==> src/hw/rtl/jqsp_pkg.sv <==
// ----------------------------------------------------------------------------
// jqsp_pkg: shared types and constants of the print job queue
// Request codes, status codes, controller/datapath command and status types.
// ----------------------------------------------------------------------------
package jqsp_pkg;

   localparam int DefQueueDepth = 16;
   localparam int DefNameBytes  = 30;
   localparam int DefOwnerBytes = 20;

   localparam logic [2:0] REQ_PUSH  = 3'd0;
   localparam logic [2:0] REQ_POP   = 3'd1;
   localparam logic [2:0] REQ_FIND  = 3'd2;
   localparam logic [2:0] REQ_PURGE = 3'd3;
   localparam logic [2:0] REQ_CLEAR = 3'd4;

   localparam logic [1:0] ST_OK       = 2'd0;
   localparam logic [1:0] ST_EMPTY    = 2'd1;
   localparam logic [1:0] ST_FULL     = 2'd2;
   localparam logic [1:0] ST_NOTFOUND = 2'd3;

   // Job record as stored in one slot: id, pages, name 30 B, owner 20 B
   localparam int JobWidth = 32 + 31 + 240 + 160;

   typedef struct packed {
      logic [31:0]  id;
      logic [30:0]  pages;
      logic [239:0] name;
      logic [159:0] owner;
   } job_type;

   // Controller to datapath commands
   typedef struct packed {
      logic latch_req;   // capture the request item
      logic push;        // write request job at tail
      logic pop;         // drop head
      logic clear;       // empty the queue
      logic walk_start;  // reset walk counters, issue first read
      logic walk_step;   // consume read data, advance
      logic purge_end;   // commit kept count
      logic emit;        // load result register
      logic [1:0] status;
      logic use_job;     // result carries the read job
   } cmd_type;

   // Datapath to controller status
   typedef struct packed {
      logic [2:0] req;
      logic empty;
      logic full;
      logic walk_done;   // all entries visited
      logic id_hit;      // read entry matches id key
   } sts_type;

   // Owner compare: bytes equal up to and including first zero byte
   function automatic logic owner_match(input logic [159:0] a, input logic [159:0] b,
                                        input int nbytes);
      logic res;
      logic stop;
      res  = 1'b1;
      stop = 1'b0;
      for (int i = 0; i < 20; i++) begin
         if (!stop && i < nbytes) begin
            if (a[i*8 +: 8] != b[i*8 +: 8]) begin
               res  = 1'b0;
               stop = 1'b1;
            end else if (a[i*8 +: 8] == 8'd0) begin
               stop = 1'b1;
            end
         end
      end
      return res;
   endfunction

   function automatic logic [255:0] byte_keep(input int nbytes);
      logic [255:0] m;
      for (int i = 0; i < 32; i++) m[i*8 +: 8] = (i < nbytes) ? 8'hff : 8'h00;
      return m;
   endfunction

endpackage

==> src/hw/rtl/jqsp_ctrl.sv <==
// ----------------------------------------------------------------------------
// jqsp_ctrl: sequencer of the job queue
// Accepts an item, steps the datapath through the operation, hands the result.
// ----------------------------------------------------------------------------
module jqsp_ctrl
   import jqsp_pkg::*;
(
   input  logic    clock,
   input  logic    reset,
   input  logic    in_valid,
   output logic    in_ready,
   output logic    out_valid,
   input  logic    out_ready,
   input  sts_type sts,
   output cmd_type cmd
);

   typedef enum logic [2:0] {S_IDLE, S_DECODE, S_WALK, S_HOLD} state_type;

   state_type state_ff, state_in;
   logic      out_valid_ff, out_valid_in;

   always_comb begin
      state_in     = state_ff;
      out_valid_in = out_valid_ff;
      cmd          = '0;
      if (out_valid_ff && out_ready) out_valid_in = 1'b0;
      unique case (state_ff)
         S_IDLE: begin
            if (in_valid && in_ready) begin
               cmd.latch_req = 1'b1;
               state_in      = S_DECODE;
            end
         end
         S_DECODE: begin
            state_in = S_HOLD;
            cmd.emit = 1'b1;
            case (sts.req)
               REQ_PUSH: begin
                  if (sts.full) cmd.status = ST_FULL;
                  else          cmd.push   = 1'b1;
               end
               REQ_POP, REQ_FIND, REQ_PURGE, REQ_CLEAR: begin
                  if (sts.empty) begin
                     cmd.status = ST_EMPTY;
                  end else if (sts.req == REQ_CLEAR) begin
                     cmd.clear = 1'b1;
                  end else begin
                     cmd.emit       = 1'b0;
                     cmd.walk_start = 1'b1;
                     state_in       = S_WALK;
                  end
               end
               default: ;
            endcase
         end
         S_WALK: begin
            // read data of the current entry is valid here
            if (sts.req == REQ_POP) begin
               cmd.emit    = 1'b1;
               cmd.use_job = 1'b1;
               cmd.pop     = 1'b1;
               state_in    = S_HOLD;
            end else if (sts.walk_done) begin
               cmd.emit = 1'b1;
               if (sts.req == REQ_FIND) cmd.status = ST_NOTFOUND;
               else                     cmd.purge_end = 1'b1;
               state_in = S_HOLD;
            end else if (sts.req == REQ_FIND && sts.id_hit) begin
               cmd.emit    = 1'b1;
               cmd.use_job = 1'b1;
               state_in    = S_HOLD;
            end else begin
               cmd.walk_step = 1'b1;
            end
         end
         S_HOLD: begin
            if (!out_valid_ff) begin
               out_valid_in = 1'b1;
               state_in     = S_IDLE;
            end
         end
         default: state_in = S_IDLE;
      endcase
   end

   always_ff @(posedge clock) begin
      if (reset) begin
         state_ff     <= S_IDLE;
         out_valid_ff <= 1'b0;
      end else begin
         state_ff     <= state_in;
         out_valid_ff <= out_valid_in;
      end
   end

   // Take a new item only when idle and the result register is free or being taken
   assign in_ready  = (state_ff == S_IDLE) && (!out_valid_ff || out_ready);
   assign out_valid = out_valid_ff;

   // Accept only when idle
   a_accept_idle: assert property (@(posedge clock) disable iff (reset)
      in_valid && in_ready |=> state_ff == S_DECODE) else $error("accept outside idle");
   // A result stays offered until taken
   a_out_hold: assert property (@(posedge clock) disable iff (reset)
      out_valid && !out_ready |=> out_valid) else $error("result dropped");
   // Push and walk never start together
   a_cmd_excl: assert property (@(posedge clock) disable iff (reset)
      !(cmd.push && cmd.walk_start)) else $error("conflicting commands");

endmodule

==> config.mk <==
export PLATFORM = sky130hd
export DESIGN_NAME = jqsp_ctrl
export DESIGN_NICKNAME = d
export VERILOG_FILES = /design/src/hw/rtl/jqsp_pkg.sv /design/src/hw/rtl/jqsp_ctrl.sv
export SDC_FILE = /design/constraint.sdc
export NUM_CORES = 1
export LEC_CHECK = 0
export BUFFER_PORTS_ARGS = -buffer_cell sky130_fd_sc_hd__buf_2
export CORE_AREA = 2 2 39 41
export CTS_CLUSTER_DIAMETER = 100
export DETAILED_ROUTE_END_ITERATION = 6
export DIE_AREA = 0 0 41 43
export HOLD_SLACK_MARGIN = 0.02
export SLEW_MARGIN = 20
export SYNTH_ARGS = -nofsm -noshare
export SYNTH_HDL_FRONTEND = slang
export SYNTH_SLANG_ARGS = --single-unit
export TNS_END_PERCENT = 30
==> constraint.sdc <==
create_clock -name clock -period 2.19 [get_ports clock]
set_clock_uncertainty 0.2 [all_clocks]
set_input_delay 0.438 -clock clock [delete_from_list [all_inputs] [get_ports clock]]
set_output_delay 0.438 -clock clock [all_outputs]
set_load 0.01 [all_outputs]
Word level (Yosys, flattened, before mapping)
Cells that the tools add are included.
- register bits after elaboration: 4
- bits of input ports: 11
- logic and storage cells: 67
- equality and inequality tests: 10
- muxes and demuxes: 45
- reduce and logical (&&, ||, !) cells: 10
- operator list (cell ; count):
    2-to-1 mux 1 bit ; 28
    2-to-1 mux 2 bit ; 9
    2-to-1 mux 3 bit ; 5
    == test 3 x 2 -> 1 bit (second input constant) ; 4
    case mux 3 bit (4 select lines) ; 1
    == test 3 x 1 -> 1 bit (second input constant) ; 2
    logical NOT 3 bit ; 2
    case mux 3 bit (2 select lines) ; 1
    logical AND 1 bit ; 4
    inequality test 2 bit (second input constant) ; 2
    inequality test 4 bit (second input constant) ; 1
    case mux 2 bit (2 select lines) ; 1
    OR reduction 4 bit ; 1
    == test 3 bit (second input constant) ; 1
    AND reduction 3 bit ; 1
    logical NOT 1 bit ; 1
    logical OR 1 bit ; 1

Logic depth before layout (Yosys ltp)
- word-level depth: 6
- gate-level depth with buffers: 6

Worst setup path before layout
Ideal clock, no wire load.
- path kind: register -> output
- start: register state_ff[0]
- end: output port cmd[1] (netlist name)
- arrival: 1262 ps
- slack: 290 ps
- cell stages (with the launch flop): 7
- buffers on the path: 0
- cells stage by stage: dfxtp_1 inv_1 ha_1 nand2b_1 nor3b_1 nand2_1 a21boi_0
- RTL lines (item ; RTL line ; source):
    start, declared ; jqsp_ctrl.sv:20 ; state_type state_ff, state_in;
    start signal, assigned ; jqsp_ctrl.sv:92 ; state_ff <= state_in;
    end, declared ; jqsp_ctrl.sv:15 ; output cmd_type cmd

==> flow_metrics.tcl <==
set metrics [dict create \
    hp-start "reset" \
    crit_chain "inv_2 -> ha_2 -> nand2b_4 -> nor3b_2 -> nand2_1 -> a21boi_0 -> buf_2" \
    muxShareOfSynthArea 0.05970 \
    grt_pass1_vias 398 \
    antenna_cells 0 \
    critPathTopFamily "flip-flops" \
    setup_viol 0 \
    setup.worst_path.start_class "register" \
    cp-end-kind "output port" \
    r2r_slack_ps 330 \
    grt_max_degree 8 \
    setup_tns_ps 0 \
    fmax_mhz 487.0 \
    fillers 146 \
    peakVddDrop_v 0.0004051 \
    outcome "finished clean" \
    multi_input_area_um2 370.4 \
    wl_per_cell_um 9.653 \
    holdWs_ps 228.9 \
    holdCritPathClass "input pin to register" \
    tightest_slew_ps 318.4 \
    clk_latency_ps 230 \
    grt_pass1_wl_um 1524 \
    crit_arrival_ps 1420 \
    io_pins 24 \
    core_area_um2 1384 \
    grt_antenna_before_repair 0 \
    cts_buffers 3 \
    power_density_nw_per_um2 882.2 \
    reg2regPathDepth 6 \
    synth_top_family_by_area "simple AND/OR/NAND/NOR gates" \
    cts_tree "done" \
    syn_inst 53 \
    yosysWarnings 0 \
    rsz0062_at_grt "false" \
    track_usage 0.1242 \
    worstHoldEndpoint "out_valid" \
    drv_slew 0 \
    h-tree-depth 1 \
    drt_iter0_drc 2 \
    crit_fanout 4 \
    ys_seq_area_frac 0.1433 \
    cp_slowest_cell "dfxtp_2" \
    regArea_um2 62.56 \
    cts.hold.buffers_added 0 \
    cts_resized 0 \
    synth_compound_area_frac 0.2299 \
    dr.pass1.iters 4 \
    cts_buffer_depth 2 \
    drive_above_1_share 0.4634 \
    final.min_clock_period_ps 2054 \
    wl_um 946 \
    worstPathRequired_ps 1550 \
    syn_area_um2 419.2 \
    synthSimpleGateAreaFrac 0.3493 \
    max-cap-violations 0 \
    post_drt_via_cell_ratio 4.663 \
    synth_area_per_cell_um2 7.909 \
    cts.sinks 3 \
    syn-num-nets 69 \
    period_share 0.9377 \
    timing.slew.headroom 0.7859 \
    fin_nets 99 \
    power.leakage_nw 0.3063 \
    die_h_um 43 \
    postCtsSetupRepairBufs 0 \
    cts_root_buf "clkbuf_4" \
    mostFrequentLayoutCells "23 x buf_2, 7 x nand2b_1, 5 x nor2_1" \
    holdPathStages 2 \
    dp.final_hpwl_um 758.2 \
    initial_core_util 0.3029 \
    hold_violations 0 \
    rows 14 \
    die_area_um2 1763 \
    crit_buf_inv 2 \
    overflow 0 \
    max_stage_delay_ps 340 \
    synthXorXnorAreaFrac 0.04179 \
    antenna_left 0 \
    clkSlewWorstSetupHoldPaths_ps 40 \
    dieWidth_um 41 \
    mostFrequentLayoutCell "buf_2" \
    synth_fa_ha_area_frac 0.1493 \
    io_buffer_count 23 \
    crit_type "register to output port" \
    timing.rr.end "state_ff[0]" \
    yosys.cell_types.count 26 \
    regToRegStartpoint "state_ff[1]" \
    gp_congestion 0.7600 \
    power_mw 0.5475 \
    detailroute.via_count 457 \
    area_growth_pct 48.06 \
    drcViolationCount 0 \
    ys_seq_elements 3 \
]
==> power by group <==
part	internal [mW]	switching, mW	total, mW
Sequential	0.0780	0.0259	0.104
Clock	0.0681	0.0255	0.0936
Combinational	0.180	0.170	0.350
Total	0.326	0.222	0.548
==> state kept, by name (all words and copies together), names as in the netlist <==
name and flops:
state_ff 2, out_valid 1
==> how the worst max path moves through the flow <==
stage          endpoint  cells after the start         from
6_report         cmd[1]                      7  state_ff[0]
5_1_grt          cmd[2]                      7  state_ff[1]
4_1_cts          cmd[2]                      7  state_ff[0]
3_5_place_dp     cmd[3]                      6       sts[4]
3_3_place_gp     cmd[1]                      6       sts[4]
2_1_floorplan    cmd[1]                      6  state_ff[0]
==> worst reg2reg max path: cells and delay by family, from the launching register on <==
kind / cells / cell delay (ps)
AOI/OAI and AO/OA: 2 / 450
DFF: 1 / 370
muxes: 1 / 300
adders and majority gates: 1 / 220
and+or+nand+nor: 1 / 140
buffers and inverters: 1 / 70
==> final cells by class <==
type	count	area share
multi-input cells	47	0.5968
well taps	16	0.03226
clock buffers	4	0.04234
repair buffers	25	0.2097
flip-flops and latches	3	0.1008
inverters	3	0.01815
==> cell families after synthesis <==
family,count (synthesis)
mux,2
buf+inv,3
compound gates,12
flops,3
fa+ha+maj,5
simple gates,26
xor+xnor,2
==> cell usage after synthesis (all sizes together) <==
library cell / instances / share of area
a21oi: 2 / 0.024
o31ai: 1 / 0.018
a21boi: 3 / 0.054
and3: 1 / 0.015
ha: 5 / 0.15
and4b: 1 / 0.024
nand3b: 1 / 0.018
o211a: 1 / 0.024
nor4: 1 / 0.015
xnor2: 2 / 0.042
nand2b: 8 / 0.12
nor2: 5 / 0.045
mux2i: 1 / 0.024
nand2: 2 / 0.018
o311a: 1 / 0.051
inv: 3 / 0.027
o21a: 1 / 0.018
nand3: 1 / 0.012
dfxtp: 3 / 0.14
and2: 1 / 0.015
nor2b: 1 / 0.015
nor3b: 1 / 0.018
nor3: 3 / 0.036
o21ai: 2 / 0.024
a211oi: 1 / 0.018
mux2: 1 / 0.036
==> metal layers <==
layer,GRT usage,up-vias,wire length (um)
met2,0.1938,7,468
met5,0,-,0
li1,-,249,-
met1,0.1502,201,445
met3,0,0,33
met4,0.1000,0,0
==> through the flow <==
stage / util / setup WS [ps] / cell area, um^2 / instances
final: 0.4485 / 136.4 / 620.6 / 98
after global routing: 0.4485 / 19.65 / 620.6 / 98
after CTS: 0.4304 / 10.44 / 595.6 / 98
after detailed placement: 0.4114 / 165.6 / 569.3 / 94
after global placement: 0.4114 / 165.1 / 569.3 / 94
after floorplan: - / 289.6 / 419.2 / 53
No activity file was read; power rests on OpenSTA's default activity.
